--- src/sv/bpbcd_pkg.sv ---
// ----------------------------------------------------------------------------
// bpbcd_pkg: shared definitions for the binary to packed BCD unit
// Widths, sequencer states, the control and status structs between the
// converter core and the top level, and the per-digit add-3 correction.
// ----------------------------------------------------------------------------
package bpbcd_pkg;

  localparam int VALUE_W   = 32;
  localparam int COUNT_W   = 4;
  localparam int DIGITS    = 10;
  localparam int BCD_W     = 4 * DIGITS;
  localparam int PAIRS     = DIGITS / 2;
  localparam int MAX_BYTES = 8;
  localparam int INDEX_W   = 3;
  localparam int STEP_W    = 5;
  localparam int IN_W      = 40;
  localparam int OUT_W     = 16;

  typedef enum logic [1:0] {
    ST_IDLE,
    ST_CONVERT,
    ST_EMIT
  } state_t;

  typedef struct packed {
    logic load;
    logic step;
  } dabble_ctrl_t;

  typedef struct packed {
    logic last_step;
  } dabble_sts_t;

  // Adds 3 to every decimal digit that is 5 or more, so that the following
  // left shift carries correctly into the next digit.
  function automatic logic [BCD_W-1:0] dabble_adjust(input logic [BCD_W-1:0] d);
    logic [BCD_W-1:0] r;
    r = d;
    for (int i = 0; i < DIGITS; i++) begin
      if (d[4*i +: 4] >= 4'd5) begin
        r[4*i +: 4] = d[4*i +: 4] + 4'd3;
      end
    end
    return r;
  endfunction

endpackage

--- src/sv/bpbcd_dabble.sv ---
// ----------------------------------------------------------------------------
// bpbcd_dabble: iterative shift-add-3 converter core
// Holds the binary shift register and the BCD accumulator. One correction
// and shift happens per step; a step counter flags the final step.
// ----------------------------------------------------------------------------
module bpbcd_dabble (
  input  logic                                  clk,
  input  logic                                  rst,
  input  bpbcd_pkg::dabble_ctrl_t               ctrl,
  input  logic [bpbcd_pkg::VALUE_W-1:0]         value,
  output bpbcd_pkg::dabble_sts_t                sts,
  output logic [bpbcd_pkg::BCD_W-1:0]           bcd
);

  logic [bpbcd_pkg::VALUE_W-1:0] bin;
  logic [bpbcd_pkg::STEP_W-1:0]  step_cnt;
  logic [bpbcd_pkg::BCD_W-1:0]   bcd_adj;

  assign bcd_adj = bpbcd_pkg::dabble_adjust(bcd);
  assign sts.last_step = (step_cnt == bpbcd_pkg::STEP_W'(bpbcd_pkg::VALUE_W - 1));

  always_ff @(posedge clk) begin
    if (rst) begin
      step_cnt <= '0;
    end else if (ctrl.load) begin
      step_cnt <= '0;
    end else if (ctrl.step) begin
      step_cnt <= step_cnt + 1'b1;
    end
  end

  always_ff @(posedge clk) begin
    if (ctrl.load) begin
      bin <= value;
      bcd <= '0;
    end else if (ctrl.step) begin
      {bcd, bin} <= {bcd_adj[bpbcd_pkg::BCD_W-2:0], bin, 1'b0};
    end
  end

endmodule

--- src/sv/binary_to_packed_bcd_unit.sv ---
// ----------------------------------------------------------------------------
// binary_to_packed_bcd_unit: binary to packed BCD byte stream
// Converts a 32-bit unsigned value to decimal and streams it as packed BCD
// bytes, lowest or highest digit pair first.
// ----------------------------------------------------------------------------
// Each input beat carries a value, a byte count and an order flag. The count
// saturates at eight bytes and a count of zero produces no output. Pairs
// above the value's ten digits come out as 0x00 and digits that do not fit
// in the count are dropped. An accepted beat is loaded, taken through one
// shift-add-3 step per value bit in the single correction unit, and then
// emitted at one byte per cycle while the output is taken. The input is not
// ready while a conversion or its byte emission is running; the final byte
// may still wait in the output register while the next beat is accepted.
module binary_to_packed_bcd_unit (
  input  logic        clk,
  input  logic        rst,
  input  logic        s_tvalid,
  output logic        s_tready,
  // [31:0] value, [35:32] byte_count, [36] most_significant_first, [39:37] zero
  input  logic [39:0] s_tdata,
  output logic        m_tvalid,
  input  logic        m_tready,
  // [7:0] bcd_byte, [10:8] byte_index, [15:11] zero
  output logic [15:0] m_tdata,
  // last
  output logic        m_tlast
);

  bpbcd_pkg::state_t                state, state_next;
  bpbcd_pkg::dabble_ctrl_t          ctrl;
  bpbcd_pkg::dabble_sts_t           sts;
  logic [bpbcd_pkg::BCD_W-1:0]      bcd;

  logic [bpbcd_pkg::COUNT_W-1:0]    count;
  logic                             msf;
  logic [bpbcd_pkg::INDEX_W-1:0]    index;

  logic                             in_accept;
  logic [bpbcd_pkg::COUNT_W-1:0]    in_count;
  logic [bpbcd_pkg::COUNT_W-1:0]    in_count_sat;
  logic                             load_out;
  logic                             out_last;
  logic [bpbcd_pkg::COUNT_W-1:0]    src_wide;
  logic [bpbcd_pkg::INDEX_W-1:0]    src;
  logic [7:0]                       pair_byte;

  assign in_accept    = s_tvalid && s_tready;
  assign in_count     = s_tdata[35:32];
  assign in_count_sat = (in_count > bpbcd_pkg::COUNT_W'(bpbcd_pkg::MAX_BYTES)) ?
                        bpbcd_pkg::COUNT_W'(bpbcd_pkg::MAX_BYTES) : in_count;

  bpbcd_dabble u_dabble (
    .clk   (clk),
    .rst   (rst),
    .ctrl  (ctrl),
    .value (s_tdata[31:0]),
    .sts   (sts),
    .bcd   (bcd)
  );

  // Most significant first reads the pairs from the top of the kept range down.
  assign out_last = ({1'b0, index} == (count - 1'b1));
  assign src_wide = msf ? (count - 1'b1 - {1'b0, index}) : {1'b0, index};
  assign src      = src_wide[bpbcd_pkg::INDEX_W-1:0];

  always_comb begin
    pair_byte = 8'h00;
    if (src < bpbcd_pkg::INDEX_W'(bpbcd_pkg::PAIRS)) begin
      pair_byte = bcd[{src, 3'b000} +: 8];
    end
  end

  always_ff @(posedge clk) begin
    if (rst) begin
      state <= bpbcd_pkg::ST_IDLE;
    end else begin
      state <= state_next;
    end
  end

  always_comb begin
    state_next = state;
    s_tready   = 1'b0;
    ctrl.load  = 1'b0;
    ctrl.step  = 1'b0;
    load_out   = 1'b0;
    unique case (state)
      bpbcd_pkg::ST_IDLE: begin
        s_tready  = 1'b1;
        ctrl.load = s_tvalid;
        if (s_tvalid && (in_count != '0)) begin
          state_next = bpbcd_pkg::ST_CONVERT;
        end
      end
      bpbcd_pkg::ST_CONVERT: begin
        ctrl.step = 1'b1;
        if (sts.last_step) begin
          state_next = bpbcd_pkg::ST_EMIT;
        end
      end
      bpbcd_pkg::ST_EMIT: begin
        load_out = !m_tvalid || m_tready;
        if (load_out && out_last) begin
          state_next = bpbcd_pkg::ST_IDLE;
        end
      end
      default: begin
        state_next = bpbcd_pkg::ST_IDLE;
      end
    endcase
  end

  always_ff @(posedge clk) begin
    if (in_accept) begin
      count <= in_count_sat;
      msf   <= s_tdata[36];
    end
  end

  always_ff @(posedge clk) begin
    if (rst) begin
      index <= '0;
    end else if (in_accept) begin
      index <= '0;
    end else if (load_out) begin
      index <= index + 1'b1;
    end
  end

  always_ff @(posedge clk) begin
    if (rst) begin
      m_tvalid <= 1'b0;
    end else if (load_out) begin
      m_tvalid <= 1'b1;
    end else if (m_tready) begin
      m_tvalid <= 1'b0;
    end
  end

  always_ff @(posedge clk) begin
    if (load_out) begin
      m_tdata <= {5'b00000, index, pair_byte};
      m_tlast <= out_last;
    end
  end

  a_convert_to_emit: assert property (@(posedge clk) disable iff (rst)
    (state == bpbcd_pkg::ST_CONVERT && sts.last_step) |=> (state == bpbcd_pkg::ST_EMIT))
    else $error("conversion did not move on to emission after the final step");

  a_accept_starts: assert property (@(posedge clk) disable iff (rst)
    (in_accept && (in_count != '0)) |=> (state == bpbcd_pkg::ST_CONVERT))
    else $error("accepted beat with nonzero count did not start a conversion");

  a_last_ends: assert property (@(posedge clk) disable iff (rst)
    (load_out && out_last) |=> (state == bpbcd_pkg::ST_IDLE && m_tvalid && m_tlast))
    else $error("final byte did not return the unit to idle");

  a_bcd_digits: assert property (@(posedge clk) disable iff (rst)
    m_tvalid |-> (m_tdata[7:4] <= 4'd9 && m_tdata[3:0] <= 4'd9))
    else $error("output byte holds a digit above nine");

endmodule
--- config.mk ---
export PLATFORM = sky130hd
export DESIGN_NAME = binary_to_packed_bcd_unit
export DESIGN_NICKNAME = d
export VERILOG_FILES = /design/src/sv/bpbcd_pkg.sv /design/src/sv/bpbcd_dabble.sv /design/src/sv/binary_to_packed_bcd_unit.sv
export SDC_FILE = /design/constraint.sdc
export NUM_CORES = 1
export LEC_CHECK = 0
export CAP_MARGIN = 10
export CORE_MARGIN = 8
export CORE_UTILIZATION = 60
export CTS_CLUSTER_DIAMETER = 100
export CTS_CLUSTER_SIZE = 20
export DETAILED_ROUTE_END_ITERATION = 6
export DONT_BUFFER_PORTS = 1
export PLACE_DENSITY = 0.76
export SLEW_MARGIN = 15
export SYNTH_ARGS = -nofsm -noshare
export SYNTH_HDL_FRONTEND = slang
export SYNTH_HIERARCHICAL = 1
export SYNTH_SLANG_ARGS = --single-unit
export TNS_END_PERCENT = 1
--- constraint.sdc ---
create_clock -name clk -period 3 [get_ports clk]
set_clock_uncertainty 0.1 [all_clocks]
set_input_delay 0.9 -clock clk [delete_from_list [all_inputs] [get_ports clk]]
set_output_delay 0.9 -clock clk [all_outputs]
set_load 0.05 [all_outputs]
# == Word level (Yosys, flattened, before mapping) ==
# Index checks and enable logic that the tools add are counted.
# classes
n_lt_le_gt_ge,12
shifts,1
addsub,14
muxes,23
reduce_logical,12
n_eq_ne,7
# op_table
operator,n
$mux W32,2
$ge A4 B3 Y1 const B,10
$shiftx A40 B7 Y8,1
$add A4 B2 Y4 const B,9
$mux W4,9
$mux W1,6
$mux W2,3
$mux W3,2
$ne A2 B2 Y1 const B,3
$pmux W2 S3,1
$add A5 B1 Y5 const B,1
$eq A5 B5 Y1 const B,1
$eq A3 B4 Y1,1
$gt A4 B4 Y1 const B,1
$reduce_bool A2 Y1,2
$reduce_bool A4 Y1,1
$reduce_or A2 Y1,2
$sub A4 B1 Y4 const B,1
$add A3 B1 Y3 const B,1
$add A3 B2 Y3 const B,1
$logic_and A1 B1 Y1,3
$lt A3 B3 Y1 const B,1
$reduce_and A3 Y1,1
$sub A3 B3 Y3,1
5 further kinds,5
# word_totals
regBits,100
output_inout_bits,19
wordCells,80
inputBits,44

# == Longest topological paths before layout ==
# depth
depth_word,5
depth_mapped,8
depth_no_buf,7

# == Cells and area by module ==
# The synthesis kept the hierarchy.
# by_module_without_submodules
module,seq_area_each_um2,cells_per_inst,area_each_um2,instances
bpbcd_dabble,1861.8,392,4020.1,1
binary_to_packed_bcd_unit,630.6,182,1679.1,1

# == Least setup slack after synthesis ==
# OpenSTA, ideal clock, no wires.
# synth_timing
kind,flip-flop to flip-flop
start,register state[1]
end,"register u_dabble/bin[0] (netlist name), enable pin"
path_slack_ns,0.060
stages_incl_launch_ff,5
required_ns,2.510
arrival_time_ns,2.449
setup_time_ns,0.390
path_cell_list,dfxtp_1 -> nor2_1 -> and2_1 -> buf_2 -> or2_1
# synth_rtl
item,line,text
"start, declared",binary_to_packed_bcd_unit.sv:29,"bpbcd_pkg::state_t state, state_next;"
"start signal, assigned",binary_to_packed_bcd_unit.sv:75,state <= bpbcd_pkg::ST_IDLE;
"start signal, assigned",binary_to_packed_bcd_unit.sv:77,state <= state_next;
"end signal, assigned",bpbcd_dabble.sv:34,bin <= value;
"end signal, assigned",bpbcd_dabble.sv:37,"{bcd, bin} <= {bcd_adj[bpbcd_pkg::BCD_W-2:0], bin, 1'b0};"
"end, declared",bpbcd_dabble.sv:15,logic [bpbcd_pkg::VALUE_W-1:0] bin;

# == Worst setup path in the final report ==
# layout_timing
start,register count[0] (netlist name)
end,register m_tdata[1] (data pin)
# layout_via
elab_chain_cells,4
# layout_lines
item,line,text
"start, declared",binary_to_packed_bcd_unit.sv:34,logic [bpbcd_pkg::COUNT_W-1:0] count;
"start signal, assigned",binary_to_packed_bcd_unit.sv:115,count <= in_count_sat;
$sub A4 B1 Y4 *,binary_to_packed_bcd_unit.sv:63,"assign src_wide = msf ? (count - 1'b1 - {1'b0, index}) : {1'b0, index};"
$sub A3 B3 Y3 *,binary_to_packed_bcd_unit.sv:63,
$mux W3 *,binary_to_packed_bcd_unit.sv:63,
$shiftx A40 B7 Y8 / $lt A3 B3 Y1 (equally long branches),"binary_to_packed_bcd_unit.sv:69, binary_to_packed_bcd_unit.sv:68",
"end signal, assigned",binary_to_packed_bcd_unit.sv:142,"m_tdata <= {5'b00000, index, pair_byte};"
"end, declared",binary_to_packed_bcd_unit.sv:24,"output logic [15:0] m_tdata,"
# Every way passes the cells marked *; elsewhere a longest branch is shown, timed or not.
# A chain may end at the register's enable or synchronous reset.

==> results.sh <==
export IMPL_htree_levels=3
export IMPL_cts_sinks=100
export IMPL_cts_path_max_buffers=2
export IMPL_drive_gt1_share_pct=14.1
export IMPL_synth_area_um2=5700
export IMPL_synthToLayoutAreaGrowth_pct=4.83
export IMPL_setup_slack_ps=489
export IMPL_gr_total_overflow=0
export IMPL_ys_warn_count=6
export IMPL_hold_viol=0
export IMPL_peakVddDrop_v=0.000402
export IMPL_synth_seq_area_share_pct=43.7
export IMPL_portBuffers=0
export IMPL_rr_endpoint="m_tdata[1]$_SDFFCE_PP0P_"
export IMPL_final_min_clock_period_ps=2510
export IMPL_instances_no_fill=698
export IMPL_p_leak_nw=2.07
export IMPL_tritoncts="done"
export IMPL_maxCapViolCount=0
export IMPL_die_area_um2=12900
export IMPL_drt_pass1_iterations=7
export IMPL_critPathKind="flip-flop to flip-flop"
export IMPL_grt_max_degree=49
export IMPL_dpl_cell_area_um2=5770
export IMPL_p_per_area_nw_per_um2=571
export IMPL_cp_endpoint="m_tdata[1]$_SDFFCE_PP0P_"
export IMPL_cts_setup_buffers=0
export IMPL_initial_core_util_pct=61.7
export IMPL_ys_types=51
export IMPL_grt_first_pass_wirelength_mm=18.9
export IMPL_die_h_um=113
export IMPL_nNetsFinal=635
export IMPL_vias=4168
export IMPL_r2r_start="count[0]$_SDFFCE_PN0P_"
export IMPL_wirelength_mm=11.3
export IMPL_worstSkewPairLatency_ps=370
export IMPL_viasPerCell=5.97
export IMPL_dp_slack_ps=513
export IMPL_critPathArrivalTime_ps=2520
export IMPL_drt_drc_violations_left=0
export IMPL_finalSetupTns_ps=0
export IMPL_drt_iter0_markers=341
export IMPL_core_area_um2=9240
export IMPL_grt_pass1_vias=3991
export IMPL_grt_usage_pct=17.7
export IMPL_insertedDiodeCount=0
export IMPL_post_synth_top_count_cell="dfxtp_1"
export IMPL_numCtsBuffers=9
export IMPL_critPathLaunchType="flip-flop"
export IMPL_fmax_ghz=0.398
export IMPL_worstSetupEndpointType="flip-flop"
export IMPL_path_clk_slew_ps=100
export IMPL_synth_edf_count=49
export IMPL_rsz0062_at_grt="no"
export IMPL_hold_buffers=0
export IMPL_period_share_pct=83.7
export IMPL_placed_cells=682
export IMPL_post_cts_resized=0
export IMPL_wl_per_cell_um=16.2
export IMPL_required_ps=3010
export IMPL_ant_nets=0
export IMPL_drv_slew=0
export IMPL_yosysTopAreaCellShare_pct=25.8
export IMPL_synth_top_flop_cell="dfxtp_1"
export IMPL_async_flop_share_pct=0
export IMPL_antenna_found_initial=0
export IMPL_yosysTopAreaCell="edfxtp_1"
export IMPL_rrSetupSlack_ps=490
export IMPL_path_max_fanout=8
export IMPL_avgSynthCellArea_um2=9.93
export IMPL_syn_inst=574
export IMPL_reg2reg_depth=7
export IMPL_yosys_register_bits=100
export IMPL_status="complete, no violations"
export IMPL_boundaryPins=63
export IMPL_worst_pin_slew_ps=677
export IMPL_slew_headroom_pct=54.8
export IMPL_ys_top_cells_by_area="edfxtp_1, dfxtp_1, mux2_2, ha_1, o21ai_0"
export IMPL_crit_path_start="count[0]$_SDFFCE_PN0P_"
export IMPL_cts_root_buffer="clkbuf_8"
export IMPL_gp_congestion=0.844
export IMPL_dp_hpwl_mm=7.97
export IMPL_min_path_type="flip-flop to flip-flop"
export IMPL_rows=35
export IMPL_finalSetupViolCount=0
export IMPL_final_area_um2=5970
export IMPL_synthTopCellsByCount="dfxtp_1, edfxtp_1, inv_1"
export IMPL_die_x_um=113
final cells by class:
cell class / instances / area (µm²)
clock buffers: 10 / 128
clock inverters: 6 / 71.3
fillers: 734 / 3270
inverters: 39 / 146
multi-input cells: 406 / 2900
flip-flops and latches: 100 / 2490
well taps: 129 / 161
repair buffers: 8 / 72.6
cell usage in the layout (no fill, tap or decap), types with 3 or more instances in the layout:
cell type,count
a21bo_2,6
a21o_1,3
a21oi_1,30
a22o_1,8
a311oi_2,6
and2_1,17
buf_4,7
clkbuf_8,9
conb_1,5
dfxtp_1,51
edfxtp_1,49
ha_1,26
inv_1,39
mux2_2,32
mux2i_1,11
nand2_1,35
nand2b_1,9
nand3_1,20
nand4_1,8
nand4b_1,5
nor2_1,22
nor2b_1,21
nor3_1,17
o21ai_0,31
o21ai_1,12
o22a_2,6
o22ai_1,21
o311ai_1,5
o32ai_1,7
or2_1,3
or3_1,6
or4b_1,5
xnor2_1,5
xor2_1,3
flip-flops by register name, indices dropped and copies added, names as in the netlist:
name / count
count: 4
index: 3
m_tdata: 11
m_tlast: 1
m_tvalid: 1
msf: 1
state: 2
u_dabble/bcd: 40
u_dabble/bin: 32
u_dabble/step_cnt: 5
critical path: stages (launching register included):
cell	delay, ps
edfxtp_1	400
inv_1	60
ha_1	330
fa_1	550
nand2b_1	310
o22ai_1	210
a22o_1	210
mux2i_1	80
worst min path at each step:
stage	from	endpoint	slack, ps	depth (start not counted)
CTS	u_dabble/bcd[39]$_SDFFE_PP0P_	u_dabble/bcd[39]$_SDFFE_PP0P_	380	2
detailed placement	u_dabble/bcd[39]$_SDFFE_PP0P_	u_dabble/bcd[39]$_SDFFE_PP0P_	370	2
floorplan	state[1]$_SDFFE_PP0P_	state[0]$_SDFFE_PP0P_	340	1
global route	u_dabble/bcd[39]$_SDFFE_PP0P_	u_dabble/bcd[39]$_SDFFE_PP0P_	410	2
global placement	u_dabble/bin[31]$_DFFE_PP_	u_dabble/bcd[0]$_SDFFE_PP0P_	360	2
finish	u_dabble/bcd[39]$_SDFFE_PP0P_	u_dabble/bcd[39]$_SDFFE_PP0P_	380	2
logic make-up after synthesis:
kind of cell	Yosys count	share of synthesized area [%]
adders and majority gates	27	6.06
other	1	0.0658
AOI/OAI and AO/OA	143	17.0
DFF	100	43.7
xor gates and xnor gates	10	2.00
muxes	44	8.65
and+or+nand+nor	177	16.7
buffers and inverters	72	5.82
through the flow:
step / power (W) / hold slack [ps] / utilization, %
after floorplan: 0.00238 / 344 / -
after global placement: 0.00250 / 359 / 62.5
after detailed placement: 0.00255 / 370 / 62.5
after CTS: 0.00343 / 385 / 64.6
after global routing: 0.00361 / 409 / 64.7
final: 0.00341 / 384 / 64.7
per-layer routing:
| metal | track usage, % | wire [µm] | up-vias |
|---|---|---|---|
| met5 | 0 | 0 | - |
| met4 | 5.68 | 172 | 0 |
| met3 | 4.75 | 592 | 17 |
| met2 | 30.3 | 5520 | 115 |
| met1 | 21.1 | 5020 | 1973 |
| li1 | - | - | 2063 |
report_power, final:
part | total (W) | internal (W) | leakage (nW) | switching, W
clock | 0.000875 | 0.000396 | 0.0992 | 0.000479
combinational | 0.000760 | 0.000346 | 1.08 | 0.000414
sequential | 0.00178 | 0.00161 | 0.891 | 0.000170
total | 0.00341 | 0.00235 | 2.07 | 0.00106
Power figures use the tool's default switching activity.
